**src/hdl/blr_pkg.sv**
```systemverilog
// ----------------------------------------------------------------------------
// Line rasterizer package
// Widths, field offsets, codes and shared types of the line rasterizer.
// ----------------------------------------------------------------------------
`default_nettype none

package blr_pkg;

  localparam int COORD_BITS         = 16;
  localparam int DELTA_BITS         = COORD_BITS + 1;
  localparam int ERR_BITS           = COORD_BITS + 3;
  localparam int CFG_DIM_BITS       = 13;
  localparam int COLOR_BITS         = 32;
  localparam int INDEX_BITS         = 24;
  localparam int CFG_ADDR_BITS      = 2;
  localparam int CFG_DATA_BITS      = 32;
  localparam int DEF_MAX_TARGET_DIM = 4096;

  localparam logic [CFG_DIM_BITS-1:0] RST_TARGET_WIDTH  = 13'd640;
  localparam logic [CFG_DIM_BITS-1:0] RST_TARGET_HEIGHT = 13'd480;
  localparam logic [COLOR_BITS-1:0]   RST_DRAW_COLOR    = 32'hFF00_0000;

  // Input word layout: start_x, start_y, end_x, end_y from the lowest bit up
  localparam int IN_X1_LSB    = 0;
  localparam int IN_Y1_LSB    = IN_X1_LSB + COORD_BITS;
  localparam int IN_X2_LSB    = IN_Y1_LSB + COORD_BITS;
  localparam int IN_Y2_LSB    = IN_X2_LSB + COORD_BITS;
  localparam int IN_DATA_BITS = IN_Y2_LSB + COORD_BITS;

  // Output word layout: pixel_x, pixel_y, pixel_index, color
  localparam int OUT_X_LSB     = 0;
  localparam int OUT_Y_LSB     = OUT_X_LSB + COORD_BITS;
  localparam int OUT_IDX_LSB   = OUT_Y_LSB + COORD_BITS;
  localparam int OUT_COLOR_LSB = OUT_IDX_LSB + INDEX_BITS;
  localparam int OUT_DATA_BITS = OUT_COLOR_LSB + COLOR_BITS;

  typedef enum logic {
    REQ_START = 1'b0,
    REQ_TICK  = 1'b1
  } req_e;

  typedef enum logic [CFG_ADDR_BITS-1:0] {
    CFG_TARGET_WIDTH  = 2'd0,
    CFG_TARGET_HEIGHT = 2'd1,
    CFG_DRAW_COLOR    = 2'd2
  } cfg_reg_e;

  typedef struct packed {
    logic signed [COORD_BITS-1:0] x;
    logic signed [COORD_BITS-1:0] y;
    logic                         last;
  } point_t;

endpackage

`default_nettype wire

```
**src/hdl/blr_stepper.sv**
```systemverilog
// ----------------------------------------------------------------------------
// Line rasterizer stepper
// Holds the Bresenham state, takes start and tick words, and registers one
// line point per active tick.
// ----------------------------------------------------------------------------
`default_nettype none

module blr_stepper (
  input  wire logic                             clk_i,
  input  wire logic                             rst_ni,
  input  wire logic                             in_valid_i,
  output logic                                  in_ready_o,
  input  wire logic                             in_req_i,
  input  wire logic [blr_pkg::IN_DATA_BITS-1:0] in_data_i,
  output logic                                  pt_valid_o,
  input  wire logic                             pt_ready_i,
  output blr_pkg::point_t                       pt_o
);
  import blr_pkg::*;

  logic signed [COORD_BITS-1:0] cur_x_q, cur_x_d, cur_y_q, cur_y_d;
  logic signed [COORD_BITS-1:0] goal_x_q, goal_y_q;
  logic [DELTA_BITS-1:0]        dx_q, dy_q;
  logic                         sx_neg_q, sy_neg_q;
  logic signed [ERR_BITS-1:0]   err_q, err_d;
  logic                         active_q;
  logic                         pt_valid_q;
  point_t                       pt_q;

  logic signed [COORD_BITS-1:0] x1, y1, x2, y2;
  logic signed [DELTA_BITS-1:0] diff_x, diff_y;
  logic [DELTA_BITS-1:0]        dx_start, dy_start;
  logic signed [ERR_BITS:0]     e2;
  logic                         step_x, step_y, at_end;
  logic                         accept, start_fire, tick_fire;

  assign x1 = in_data_i[IN_X1_LSB +: COORD_BITS];
  assign y1 = in_data_i[IN_Y1_LSB +: COORD_BITS];
  assign x2 = in_data_i[IN_X2_LSB +: COORD_BITS];
  assign y2 = in_data_i[IN_Y2_LSB +: COORD_BITS];

  assign diff_x   = DELTA_BITS'(x2) - DELTA_BITS'(x1);
  assign diff_y   = DELTA_BITS'(y2) - DELTA_BITS'(y1);
  assign dx_start = diff_x[DELTA_BITS-1] ? DELTA_BITS'(-diff_x) : DELTA_BITS'(diff_x);
  assign dy_start = diff_y[DELTA_BITS-1] ? DELTA_BITS'(-diff_y) : DELTA_BITS'(diff_y);

  assign in_ready_o = !pt_valid_q || pt_ready_i;
  assign accept     = in_valid_i && in_ready_o;
  assign start_fire = accept && (in_req_i == REQ_START);
  assign tick_fire  = accept && (in_req_i == REQ_TICK) && active_q;

  // Error rule: e2 = 2*err, step x when e2 > -dy, step y when e2 < dx
  assign e2     = {err_q, 1'b0};
  assign step_x = e2 > -$signed({2'b00, dy_q});
  assign step_y = e2 < $signed({2'b00, dx_q});
  assign at_end = (cur_x_q == goal_x_q) && (cur_y_q == goal_y_q);

  always_comb begin
    err_d   = err_q;
    cur_x_d = cur_x_q;
    cur_y_d = cur_y_q;
    if (step_x) begin
      err_d   = err_d - $signed({2'b00, dy_q});
      cur_x_d = sx_neg_q ? cur_x_q - COORD_BITS'(1) : cur_x_q + COORD_BITS'(1);
    end
    if (step_y) begin
      err_d   = err_d + $signed({2'b00, dx_q});
      cur_y_d = sy_neg_q ? cur_y_q - COORD_BITS'(1) : cur_y_q + COORD_BITS'(1);
    end
  end

  always_ff @(posedge clk_i or negedge rst_ni) begin
    if (!rst_ni) begin
      cur_x_q  <= '0;
      cur_y_q  <= '0;
      goal_x_q <= '0;
      goal_y_q <= '0;
      dx_q     <= '0;
      dy_q     <= '0;
      sx_neg_q <= 1'b0;
      sy_neg_q <= 1'b0;
      err_q    <= '0;
      active_q <= 1'b0;
    end else if (start_fire) begin
      cur_x_q  <= x1;
      cur_y_q  <= y1;
      goal_x_q <= x2;
      goal_y_q <= y2;
      dx_q     <= dx_start;
      dy_q     <= dy_start;
      sx_neg_q <= !(x1 < x2);
      sy_neg_q <= !(y1 < y2);
      err_q    <= $signed({2'b00, dx_start}) - $signed({2'b00, dy_start});
      active_q <= 1'b1;
    end else if (tick_fire) begin
      if (at_end) begin
        active_q <= 1'b0;
      end else begin
        cur_x_q <= cur_x_d;
        cur_y_q <= cur_y_d;
        err_q   <= err_d;
      end
    end
  end

  always_ff @(posedge clk_i or negedge rst_ni) begin
    if (!rst_ni) begin
      pt_valid_q <= 1'b0;
    end else if (tick_fire) begin
      pt_valid_q <= 1'b1;
    end else if (pt_ready_i) begin
      pt_valid_q <= 1'b0;
    end
  end

  always_ff @(posedge clk_i) begin
    if (tick_fire) begin
      pt_q.x    <= cur_x_q;
      pt_q.y    <= cur_y_q;
      pt_q.last <= at_end;
    end
  end

  assign pt_valid_o = pt_valid_q;
  assign pt_o       = pt_q;

endmodule

`default_nettype wire

```
**src/hdl/bresenham_line_rasterizer_top.sv**
```systemverilog
// ----------------------------------------------------------------------------
// Bresenham line rasterizer
// Integer line generator with clipping to the draw target and pixel indexing.
// ----------------------------------------------------------------------------
// A start word (tuser = 0) loads two signed endpoints and gives no output; a
// tick word (tuser = 1) gives one output word for the current point while a
// line is active, and nothing when idle. The end point's word carries tlast,
// after which the generator is idle until the next start. One word is taken
// every clock while the output does not stall: the stepper's error update
// is combinational and registers the point, and the clip and index multiply
// sit between the point register and the output register. Output words that
// are not taken stall the input through the point and output registers.
// Program the target size and color only while no line point is in flight.
`default_nettype none

module bresenham_line_rasterizer_top #(
  parameter int MAX_TARGET_DIM = blr_pkg::DEF_MAX_TARGET_DIM
) (
  input  wire logic                              clk_i,
  input  wire logic                              rst_ni,
  // configuration writes
  input  wire logic                              cfg_we_i,
  input  wire logic [blr_pkg::CFG_ADDR_BITS-1:0] cfg_addr_i,
  input  wire logic [blr_pkg::CFG_DATA_BITS-1:0] cfg_wdata_i,
  // input stream
  input  wire logic                              s_axis_tvalid,
  output logic                                   s_axis_tready,
  // start_x, start_y, end_x, end_y
  input  wire logic [blr_pkg::IN_DATA_BITS-1:0]  s_axis_tdata,
  // req_type
  input  wire logic                              s_axis_tuser,
  // output stream
  output logic                                   m_axis_tvalid,
  input  wire logic                              m_axis_tready,
  // pixel_x, pixel_y, pixel_index, color
  output logic [blr_pkg::OUT_DATA_BITS-1:0]      m_axis_tdata,
  // visible
  output logic                                   m_axis_tuser,
  // last
  output logic                                   m_axis_tlast
);
  import blr_pkg::*;

  localparam int DIM_BITS  = $clog2(MAX_TARGET_DIM + 1);
  localparam int CMP_BITS0 = (DIM_BITS > CFG_DIM_BITS) ? DIM_BITS : CFG_DIM_BITS;
  localparam int CMP_BITS  = (CMP_BITS0 > COORD_BITS) ? CMP_BITS0 : COORD_BITS;
  localparam int MUL_BITS  = COORD_BITS - 1 + CMP_BITS;

  logic [CFG_DIM_BITS-1:0] width_q, height_q;
  logic [COLOR_BITS-1:0]   color_q;

  logic                    pt_valid, pt_ready;
  point_t                  pt;

  logic [CMP_BITS-1:0]     w_ext, h_ext, w_clamp, h_clamp, x_ext, y_ext;
  logic [MUL_BITS-1:0]     row_base;
  logic [MUL_BITS:0]       lin_index;
  logic                    vis;
  logic [INDEX_BITS-1:0]   pix_index;

  logic                    m_valid_q;
  logic [OUT_DATA_BITS-1:0] m_data_q;
  logic                    m_user_q, m_last_q;

  always_ff @(posedge clk_i or negedge rst_ni) begin
    if (!rst_ni) begin
      width_q  <= RST_TARGET_WIDTH;
      height_q <= RST_TARGET_HEIGHT;
      color_q  <= RST_DRAW_COLOR;
    end else if (cfg_we_i) begin
      case (cfg_addr_i)
        CFG_TARGET_WIDTH:  width_q  <= cfg_wdata_i[CFG_DIM_BITS-1:0];
        CFG_TARGET_HEIGHT: height_q <= cfg_wdata_i[CFG_DIM_BITS-1:0];
        CFG_DRAW_COLOR:    color_q  <= cfg_wdata_i[COLOR_BITS-1:0];
        default: ;
      endcase
    end
  end

  blr_stepper u_stepper (
    .clk_i      (clk_i),
    .rst_ni     (rst_ni),
    .in_valid_i (s_axis_tvalid),
    .in_ready_o (s_axis_tready),
    .in_req_i   (s_axis_tuser),
    .in_data_i  (s_axis_tdata),
    .pt_valid_o (pt_valid),
    .pt_ready_i (pt_ready),
    .pt_o       (pt)
  );

  // Clip against the saturated target size and build the linear index
  assign w_ext   = CMP_BITS'(width_q);
  assign h_ext   = CMP_BITS'(height_q);
  assign w_clamp = (w_ext > CMP_BITS'(MAX_TARGET_DIM)) ? CMP_BITS'(MAX_TARGET_DIM) : w_ext;
  assign h_clamp = (h_ext > CMP_BITS'(MAX_TARGET_DIM)) ? CMP_BITS'(MAX_TARGET_DIM) : h_ext;
  assign x_ext   = CMP_BITS'(pt.x[COORD_BITS-2:0]);
  assign y_ext   = CMP_BITS'(pt.y[COORD_BITS-2:0]);

  assign vis = !pt.x[COORD_BITS-1] && !pt.y[COORD_BITS-1] &&
               (x_ext < w_clamp) && (y_ext < h_clamp);

  assign row_base  = MUL_BITS'(pt.y[COORD_BITS-2:0]) * MUL_BITS'(w_clamp);
  assign lin_index = {1'b0, row_base} + (MUL_BITS + 1)'(x_ext);
  assign pix_index = vis ? INDEX_BITS'(lin_index) : '0;

  assign pt_ready = !m_valid_q || m_axis_tready;

  always_ff @(posedge clk_i or negedge rst_ni) begin
    if (!rst_ni) begin
      m_valid_q <= 1'b0;
    end else if (pt_ready) begin
      m_valid_q <= pt_valid;
    end
  end

  always_ff @(posedge clk_i) begin
    if (pt_valid && pt_ready) begin
      m_data_q <= {color_q, pix_index, pt.y, pt.x};
      m_user_q <= vis;
      m_last_q <= pt.last;
    end
  end

  assign m_axis_tvalid = m_valid_q;
  assign m_axis_tdata  = m_data_q;
  assign m_axis_tuser  = m_user_q;
  assign m_axis_tlast  = m_last_q;

endmodule

`default_nettype wire

```
**config.mk**
```make
export PLATFORM = sky130hd
export DESIGN_NAME = bresenham_line_rasterizer_top
export DESIGN_NICKNAME = d
export VERILOG_FILES = /design/src/hdl/blr_pkg.sv /design/src/hdl/blr_stepper.sv /design/src/hdl/bresenham_line_rasterizer_top.sv
export SDC_FILE = /design/constraint.sdc
export NUM_CORES = 1
export LEC_CHECK = 0
export ABC_AREA = 1
export BUFFER_PORTS_ARGS = -buffer_cell sky130_fd_sc_hd__buf_2
export CAP_MARGIN = 20
export CORE_UTILIZATION = 60
export DETAILED_ROUTE_END_ITERATION = 8
export PLACE_DENSITY = 0.9
export SLEW_MARGIN = 20
export SYNTH_ARGS = -nofsm -noshare
export SYNTH_HDL_FRONTEND = slang
export SYNTH_SLANG_ARGS = --single-unit
```
**constraint.sdc**
```tcl
create_clock -name clk_i -period 7.1 [get_ports clk_i]
set_clock_uncertainty 0.1 [all_clocks]
set_input_delay 1.065 -clock clk_i [delete_from_list [all_inputs] [get_ports clk_i]]
set_output_delay 1.065 -clock clk_i [all_outputs]
set_load 0.05 [all_outputs]
```
=== After elaboration in Yosys (flattened, before gate mapping) ===
Index checks and enable logic that the tools add are counted.

* Register bits: 303
* Bits of input ports: 104
* Output and inout port bits: 92
* Logic and storage cells: 104

* Add/sub/neg operators: 13
* $mul: 1
* $lt $le $gt $ge: 8
* Equality and inequality tests: 5
* Mux-type cells: 24
* Bitwise logic cells: 1
* Reductions and logical operators: 30

{| class="wikitable"
|+ Operator list
! operator !! count
|-
| 2-to-1 mux 16 bit || 10
|-
| 2-to-1 mux 19 bit || 5
|-
| 2-to-1 mux 17 bit || 2
|-
| negator 17 bit || 2
|-
| subtractor 16 x 16 -> 17 bit || 2
|-
| adder 16 x 2 -> 16 bit, second input constant || 2
|-
| == test 16 bit || 2
|-
| less-than comparator 16 bit || 2
|-
| subtractor 16 x 2 -> 16 bit, second input constant || 2
|-
| less-than comparator 15 x 13 -> 1 bit || 2
|-
| greater-than comparator 13 bit, second input constant || 2
|-
| 2-to-1 mux 13 bit || 2
|-
| adder 24 x 15 -> 24 bit || 1
|-
| multiplier 15 x 13 -> 24 bit || 1
|-
| greater-than comparator 20 bit || 1
|-
| less-than comparator 20 x 18 -> 1 bit || 1
|-
| negator 17 -> 20 bit || 1
|-
| adder 19 x 18 -> 19 bit || 1
|-
| subtractor 19 x 18 -> 19 bit || 1
|-
| subtractor 17 x 17 -> 18 bit || 1
|-
| AND reduction 2 bit || 5
|-
| nonzero test 2 bit || 5
|-
| logical AND 1 bit || 9
|-
| logical NOT 1 bit || 6
|-
| other kinds (8) || 14
|}

=== Logic depth before layout (Yosys ltp) ===
Gate-level depths: netlist of the first run.

* Depth in word-level cells: 8
* Depth in mapped cells: 42
* Depth with buffers taken out: 41

=== Modules after synthesis ===
Synthesis of the first run repeated with hierarchy kept, for this count alone.

* Cells, all modules: 3,386
* Area, all modules: 27,019.7 um2

{| class="wikitable"
|+ Modules (own cells, without submodules)
! module !! instances !! cells an instance !! area each (um2) !! seq. area each (um2)
|-
| blr_stepper || 1 || 2,090 || 14,617.8 || 4,018.9
|-
| bresenham_line_rasterizer_top || 1 || 1,296 || 12,401.9 || 4,196.5
|}

=== Least setup slack after synthesis of the first run ===
OpenSTA, ideal clock, no wires.

* Path kind: reg-to-reg
* Start: reg width_q[2]
* End: reg m_data_q[52], in the netlist m_axis_tdata[52], data pin
* Library setup time: 0.250 ns
* Arrival: 6.044 ns
* Data required time: 6.750 ns
* Setup slack: 0.706 ns
* Stages on the path, launching flop included: 29
* Buffers on the path: 1
* Period minus slack after synthesis: 6.394 ns
* Cells stage by stage: dfrtp_1 nor4_1 nand2_1 nand2_2 inv_1 nor2_1 clkbuf_1 nand2_1 fa_1 fa_1 fa_1 inv_1 fa_1 fa_1 inv_1 fa_1 inv_1 ha_1 a21oi_1 o21ai_0 a21oi_1 nand2_1 nand2_1 nand2_1 nand3_1 nand2_1 or2_2 nand2_1 nor2_1

* Longest elaborated chain between the ends: 5
* Elaborated cells on any way between the ends: 7
* Those cells by class: 1 x add/sub; 1 x mul; 2 x order compare; 1 x mux; 2 x reduce/logical

{| class="wikitable"
|+ Ends and longest elaborated chain
! what !! line !! text
|-
| start: declaration || bresenham_line_rasterizer_top.sv:49 || <nowiki>logic [CFG_DIM_BITS-1:0] width_q, height_q;</nowiki>
|-
| start signal: assignment || bresenham_line_rasterizer_top.sv:72 || <nowiki>CFG_TARGET_WIDTH: width_q <= cfg_wdata_i[CFG_DIM_BITS-1:0];</nowiki>
|-
| greater-than comparator 13 bit || bresenham_line_rasterizer_top.sv:95 || <nowiki>assign w_clamp = (w_ext > CMP_BITS'(MAX_TARGET_DIM)) ? CMP_BITS'(MAX_TARGET_DIM) : w_ext;</nowiki>
|-
| 2-to-1 mux 13 bit * || bresenham_line_rasterizer_top.sv:95 ||
|-
| branches (longest 3 deep; another with multiplier 15 x 13 -> 24 bit) || - ||
|-
| end signal: assignment || bresenham_line_rasterizer_top.sv:119 || <nowiki>m_data_q <= {color_q, pix_index, pt.y, pt.x};</nowiki>
|-
| end: declaration || bresenham_line_rasterizer_top.sv:62 || <nowiki>logic [OUT_DATA_BITS-1:0] m_data_q;</nowiki>
|}

Mark *: on every way between the ends.
A chain may end at the register's enable or synchronous reset.

=== Worst setup path after layout of the first run ===
* Start: reg width_q[9]
* End: reg m_data_q[52], in the netlist m_axis_tdata[52], data pin

Same word-level chain as after synthesis.

==> results.toml, run 1 <==
[place]
gp_congestion = 1.021
pre_cts_slack_ns = 0.3840
numPortBuffers = 195
dpl.hpwl_um = 61030

[grt]
grt_max_degree = 117
grt_pass1_vias = 23753
antenna_found_initial = 1
grt_pass1_wl_um = 124700
grt_overflow = 0
grt_usage = 0.3421

[timing]
slew_viol_final = 0
slew_headroom = 0.2894
worst_slew_pin_slew_ns = 1.066
tns_ns = 0
finalHoldViolCount = 0
setup_viol = 0
fin_crit_ns = 6.820
setup_slack_ns = 0.2803
max_freq_ghz = 0.1466
period_share = 0.9605
timing.hold.ws_ns = 0.3461

[logic_synthesis]
synth.avg_cell_area_um2 = 7.925
netlist_instances = 3446
synth_nets = 3951
synth_top_area_frac = 0.1521
synthMuxAreaShare = 0.007834
synth_adder_area_share = 0.2266
ys_ff_latch = 303
synth.cell_area_um2 = 27310
ys_top_cells_by_area = "dfrtp_1 (15%), edfxtp_1 (14%), nand2_1 (12%)"
synth_edf_count = 123
yosysTopAreaCell = "dfrtp_1"
seq_area_frac_synth = 0.3008
synth_warnings = 0
ys.flop_type = "dfrtp_1"
synth_simple_gate_area_frac = 0.2299
synth_top_family_by_area = "simple AND/OR/NAND/NOR gates"
synth-xor-area-share = 0.04453
synth_compound_area_frac = 0.1012
async_flop_share = 0.5941
post_synth_num_cell_types = 63

[finish]
nFillCells = 3455
final_nets = 4143
multiInputGateArea_um2 = 16700
layout-drive-gt1-share = 0.1219
post-route-util = 0.6781
regArea_um2 = 8215
area_delta_synth_final_pct = 10.52
antennaDiodeCount = 0

[job]
drv_cap = 0

[clock_network]
cts_num_sinks = 303
cts_root_buffer = "clkbuf_16"
cts_made_buffers = 36
post_cts_buffers = 0
ctsHtreeMaxLevel = 2
clock_path_buffers = 3
clk_pin_slew_ns = 0.08
cts_tree = "yes"
clock_latency_ns = 0.57

[floorplanning]
fp.coreArea_um2 = 44510
die_w_um = 215.4
start_util = 0.6136
die_area_um2 = 46380
ios = 196
dieHeight_um = 215.4
rows = 77

[hold_path]
hp-class = "flop to flop"

[worst_setup_path]
cp-end-kind = "flop"
critPathMaxStageDelay_ns = 0.56
crit_top_cell = "nand2_1"
crit_path_start_kind = "flop"
criticalPathCategory = "flop to flop"
worstPathRequired_ns = 7.32
cp_max_fo = 9
worstPathArrival_ns = 7.04
slowest_stage = "dfstp_2"

[status]
status = "completed"

[power_and_ir_drop]
design_power_total_mw = 14.76
p_leak_nw = 15.40
power_density_nw_per_um2 = 489.1
vdd.ir_drop.worst_uv = 699.6

[drt]
viasPerCell = 5.798
post_drt_wl_per_cell_um = 18.69
ant_nets = 0
wl_um = 79600
drtIter0Drc = 2551
drcViolationCount = 0
num_vias = 24689
drtPass1Iterations = 6
-- kinds of logic after synthesis --
group / count (synthesis)
AND/OR/NAND/NOR: 1486
buffers and inverters: 624
AO/OA/AOI/OAI: 481
adder cells (fa/ha/maj): 401
flip-flops: 303
XOR/XNOR: 132
multiplexers: 19
-- layout make-up --
class	instances	share of cell area
flip-flops and latches	303	0.2722
clock buffers	38	0.03009
inverters	557	0.06943
multi-input cells	2519	0.5533
repair buffers	221	0.03946
clock inverters	28	0.01098
well taps	592	0.02454
-- through the flow --
stage | area (um2) | cells
after global routing | 30180 | 4258
after CTS | 30150 | 4258
final | 30180 | 4258
after detailed placement | 28910 | 4192
after global placement | 28910 | 4192
after floorplan | 27310 | 3446
-- registers in the layout, indices dropped and copies added (netlist names) --
name,flops
color_q,32
height_q,13
m_axis_tdata,88
m_axis_tlast,1
m_axis_tuser,1
m_axis_tvalid,1
u_stepper.active_q,1
u_stepper.cur_x_q,16
u_stepper.cur_y_q,16
u_stepper.dx_q,17
u_stepper.dy_q,17
u_stepper.err_q,19
u_stepper.goal_x_q,16
u_stepper.goal_y_q,16
u_stepper.pt_o,33
u_stepper.pt_valid_o,1
u_stepper.sx_neg_q,1
u_stepper.sy_neg_q,1
width_q,13
-- cell usage after synthesis, types with 7 or more instances --
cell type / count
clkbuf_1: 38
a21o_1: 9
o21bai_1: 7
o21ai_0: 172
nor2_1: 287
nor3_1: 31
nand3_1: 134
nor2_2: 10
ha_1: 245
o21a_1: 12
dfrtp_1: 166
o221ai_2: 10
o21ai_2: 15
or2_2: 19
o211ai_1: 13
nand2_2: 30
a21oi_1: 192
mux2_2: 19
dfstp_2: 14
fa_1: 156
nand3b_1: 16
inv_1: 540
edfxtp_1: 123
xor2_1: 87
nand2_1: 878
buf_2: 15
o21ai_1: 18
inv_2: 13
xnor2_1: 37
nand4_1: 52
-- where the power goes --
part | switching (mW) | internal [mW] | total [mW]
clock network | 0.838 | 1.14 | 1.97
registers | 0.447 | 2.25 | 2.70
logic | 6.39 | 3.70 | 10.1
total | 7.67 | 7.09 | 14.8
-- layer usage --
metal  wire length [um]  vias to the layer above  global-route usage
li1                   -                    11484                   -
met1              30490                    11538              0.4309
met2              37210                     1330              0.5629
met3               7236                      337             0.05860
met4               4657                        0              0.1832
met5                  0                        -                   0
-- path summary, 6_finish.rpt --
check                                             start                                end  slack, ns  depth (start not counted)
worst max-delay path             width_q[9]$_DFFE_PN1P_     m_axis_tdata[52]$_SDFFCE_PN0P_       0.28                         29
worst min-delay path            color_q[13]$_DFFE_PN0P_         m_axis_tdata[69]$_DFFE_PP_       0.35                          0
worst max register to register   width_q[9]$_DFFE_PN1P_     m_axis_tdata[52]$_SDFFCE_PN0P_       0.28                         29
worst min register to register  color_q[13]$_DFFE_PN0P_         m_axis_tdata[69]$_DFFE_PP_       0.35                          0
max in group asynchronous                        rst_ni            color_q[22]$_DFFE_PN0P_       4.81                          2
min in group asynchronous                        rst_ni  u_stepper.goal_x_q[7]$_DFFE_PN0P_       0.56                          1
-- layout by cell type, fill, tap and decap left out, drive strengths merged, types with 41 or more instances in the layout --
cell type  instances
a21oi            195
buf              220
dfrtp            166
edfxtp           123
fa               156
ha               245
inv              561
nand2            910
nand3            141
nand4             53
nor2             300
o21ai            205
xnor2             41
xor2              91
-- worst max-delay path: cells and delay by family, from the launching register on --
family,cells,cell delay (ns)
AO/OA/AOI/OAI,2,0.31
adder cells (fa/ha/maj),7,3.39
buffers and inverters,4,0.56
flip-flops,1,0.56
AND/OR/NAND/NOR,16,1.64
-- repair_timing --
item / 4_1_cts / 5_1_grt
endpoints found under the setup margin: 0 / 6
hold buffers: 0 / 0
gates resized for setup: 0 / 8
Power figures use the tool's default switching activity.
==> run 2, diff against run 1 <==
==> constraint.sdc (replaced) <==
create_clock -name clk_i -period 7.8 [get_ports clk_i]
set_clock_uncertainty 0.1 [all_clocks]
set_input_delay 1.17 -clock clk_i [delete_from_list [all_inputs] [get_ports clk_i]]
set_output_delay 1.17 -clock clk_i [all_outputs]
set_load 0.05 [all_outputs]
==> run 2 against run 1 <==
Effect of this change:
- maximum frequency shrank 1.9%
- non-clock buffer count shrank 10
- highest routed layer is now met5
- flip-flop and latch count did not move
- largest power group unchanged
==> results.toml, run 2 (synthesis gave the netlist of run 1 again) <==
[finish]
final_nets = 4133
most-common-layout-cells = "nand2_1 (878), inv_1 (540), nor2_1 (287)"
layout-drive-gt1-share = 0.1168
final_common_cell = "nand2_1"
multiInputGateArea_um2 = 16690
post-route-util = 0.6765
area_delta_synth_final_pct = 10.26
regArea_um2 = 8215
nFillCells = 3496
largest_reg_flops = 88

[clock_network]
cts_tree = "yes"
cts_made_buffers = 36
clock_path_buffers = 3
cts_num_sinks = 303
clk_pin_slew_ns = 0.07
post_cts_buffers = 0
clock_latency_ns = 0.57
hold_buffers = 0
cts_resized = 0
cts_root_buffer = "clkbuf_16"
ctsHtreeMaxLevel = 2

[drt]
viasPerCell = 5.782
ant_nets = 0
drtIter0Drc = 2603
wl_met3_um = 7573
drtPass1Iterations = 6
wl_met2_um = 37130
num_vias = 24563
wl_um = 79910
m1WireLength_um = 30480
post_drt_wl_per_cell_um = 18.81
top_layer_used = "met5"
drcViolationCount = 0

[status]
status = "completed"

[timing]
setup_viol = 0
max_freq_ghz = 0.1438
tns_ns = 0
fin_crit_ns = 6.953
finalHoldViolCount = 0
setup_slack_ns = 0.8472
timing.hold.ws_ns = 0.3418
slew_headroom = 0.3442
slew_viol_final = 0
rsz0062_at_grt = "false"
period_share = 0.8914
worst_slew_pin_slew_ns = 0.9734

[floorplanning]
ios = 196
die_area_um2 = 46380
rows = 77
die_w_um = 215.4
start_util = 0.6136
dieHeight_um = 215.4
fp.coreArea_um2 = 44510

[power_and_ir_drop]
p_leak_nw = 15.35
vdd.ir_drop.worst_uv = 534.5
power_density_nw_per_um2 = 444.4
design_power_total_mw = 13.38

[place]
pre_cts_slack_ns = 0.9181
gp_congestion = 0.9891
numPortBuffers = 195
dpl.hpwl_um = 60810

[worst_setup_path]
critPathBufInv = 4
slowest_stage = "dfrtp_1"
criticalPathCategory = "flop to flop"
path_delay_family = "adder cells"
crit_path_start_kind = "flop"
cp_max_fo = 14
rrSetupSlack_ns = 0.85
critPathMaxStageDelay_ns = 0.70
worstPathArrival_ns = 7.29
crit_top_cell = "nand2_1"
worstPathRequired_ns = 8.14
reg2reg_from = "width_q[12]$_DFFE_PN0P_"
r2r-end = "m_axis_tdata[52]$_SDFFCE_PN0P_"
reg2reg_depth = 25
cp-end-kind = "flop"

[grt]
antenna_found_initial = 1
grt_overflow = 0
grt_max_degree = 78
grt_pass1_wl_um = 126200
grt_usage = 0.3449
grt_pass1_vias = 24087

[hold_path]
hold_path_end = "m_axis_tdata[76]$_DFFE_PP_"
hp-class = "flop to flop"
hp-start = "color_q[20]$_DFFE_PN0P_"
hold_path_depth = 0

[job]
drv_cap = 0
[run 2: changes by cell type in the layout (fill, tap and decap cells not counted), sizes merged]
cell | before | now
buf | 220 | 210
clkinvlp | 3 | 1
clkbuf | 39 | 56
clkinv | 16 | 8
bufinv | 5 | 2
inv | 561 | 556
diode | 0 | 1
[run 2: worst max path at each step]
stage | start | to | slack [ns] | cells past startpoint
2_1_floorplan | width_q[2]$_DFFE_PN0P_ | m_axis_tdata[52]$_SDFFCE_PN0P_ | 1.41 | 28
5_1_grt | width_q[2]$_DFFE_PN0P_ | m_axis_tdata[53]$_SDFFCE_PN0P_ | 0.52 | 25
6_report | width_q[12]$_DFFE_PN0P_ | m_axis_tdata[52]$_SDFFCE_PN0P_ | 0.85 | 25
4_1_cts | width_q[2]$_DFFE_PN0P_ | m_axis_tdata[53]$_SDFFCE_PN0P_ | 0.90 | 28
3_3_place_gp | width_q[2]$_DFFE_PN0P_ | m_axis_tdata[52]$_SDFFCE_PN0P_ | 1.09 | 27
3_5_place_dp | width_q[2]$_DFFE_PN0P_ | m_axis_tdata[53]$_SDFFCE_PN0P_ | 0.92 | 28
[run 2: routing by layer]
| layer | vias to the layer above | GRT usage |
|---|---|---|
| met2 | 1277 | 0.5688 |
| li1 | 11467 | - |
| met4 | 2 | 0.1832 |
| met3 | 365 | 0.06766 |
| met5 | - | 0 |
| met1 | 11452 | 0.4283 |
[run 2: through the flow]
step / std cells / instance area (um2)
floorplan: 3446 / 27310
global placement: 4181 / 28830
detailed placement: 4181 / 28840
CTS: 4246 / 30080
global route: 4247 / 30110
finish: 4248 / 30110
[run 2: where the power goes]
| part | total, mW | switching, mW | internal [mW] |
|---|---|---|---|
| Sequential | 2.48 | 0.435 | 2.05 |
| Combinational | 9.13 | 5.77 | 3.36 |
| Clock | 1.77 | 0.739 | 1.03 |
[run 2: final cells by class]
class	instances	area share
clock inverters	10	0.005526
inverters	557	0.06960
well taps	592	0.02460
diodes	1	0.00008310
repair buffers	211	0.03735
multi-input cells	2519	0.5544
clock buffers	55	0.03565
flip-flops and latches	303	0.2728
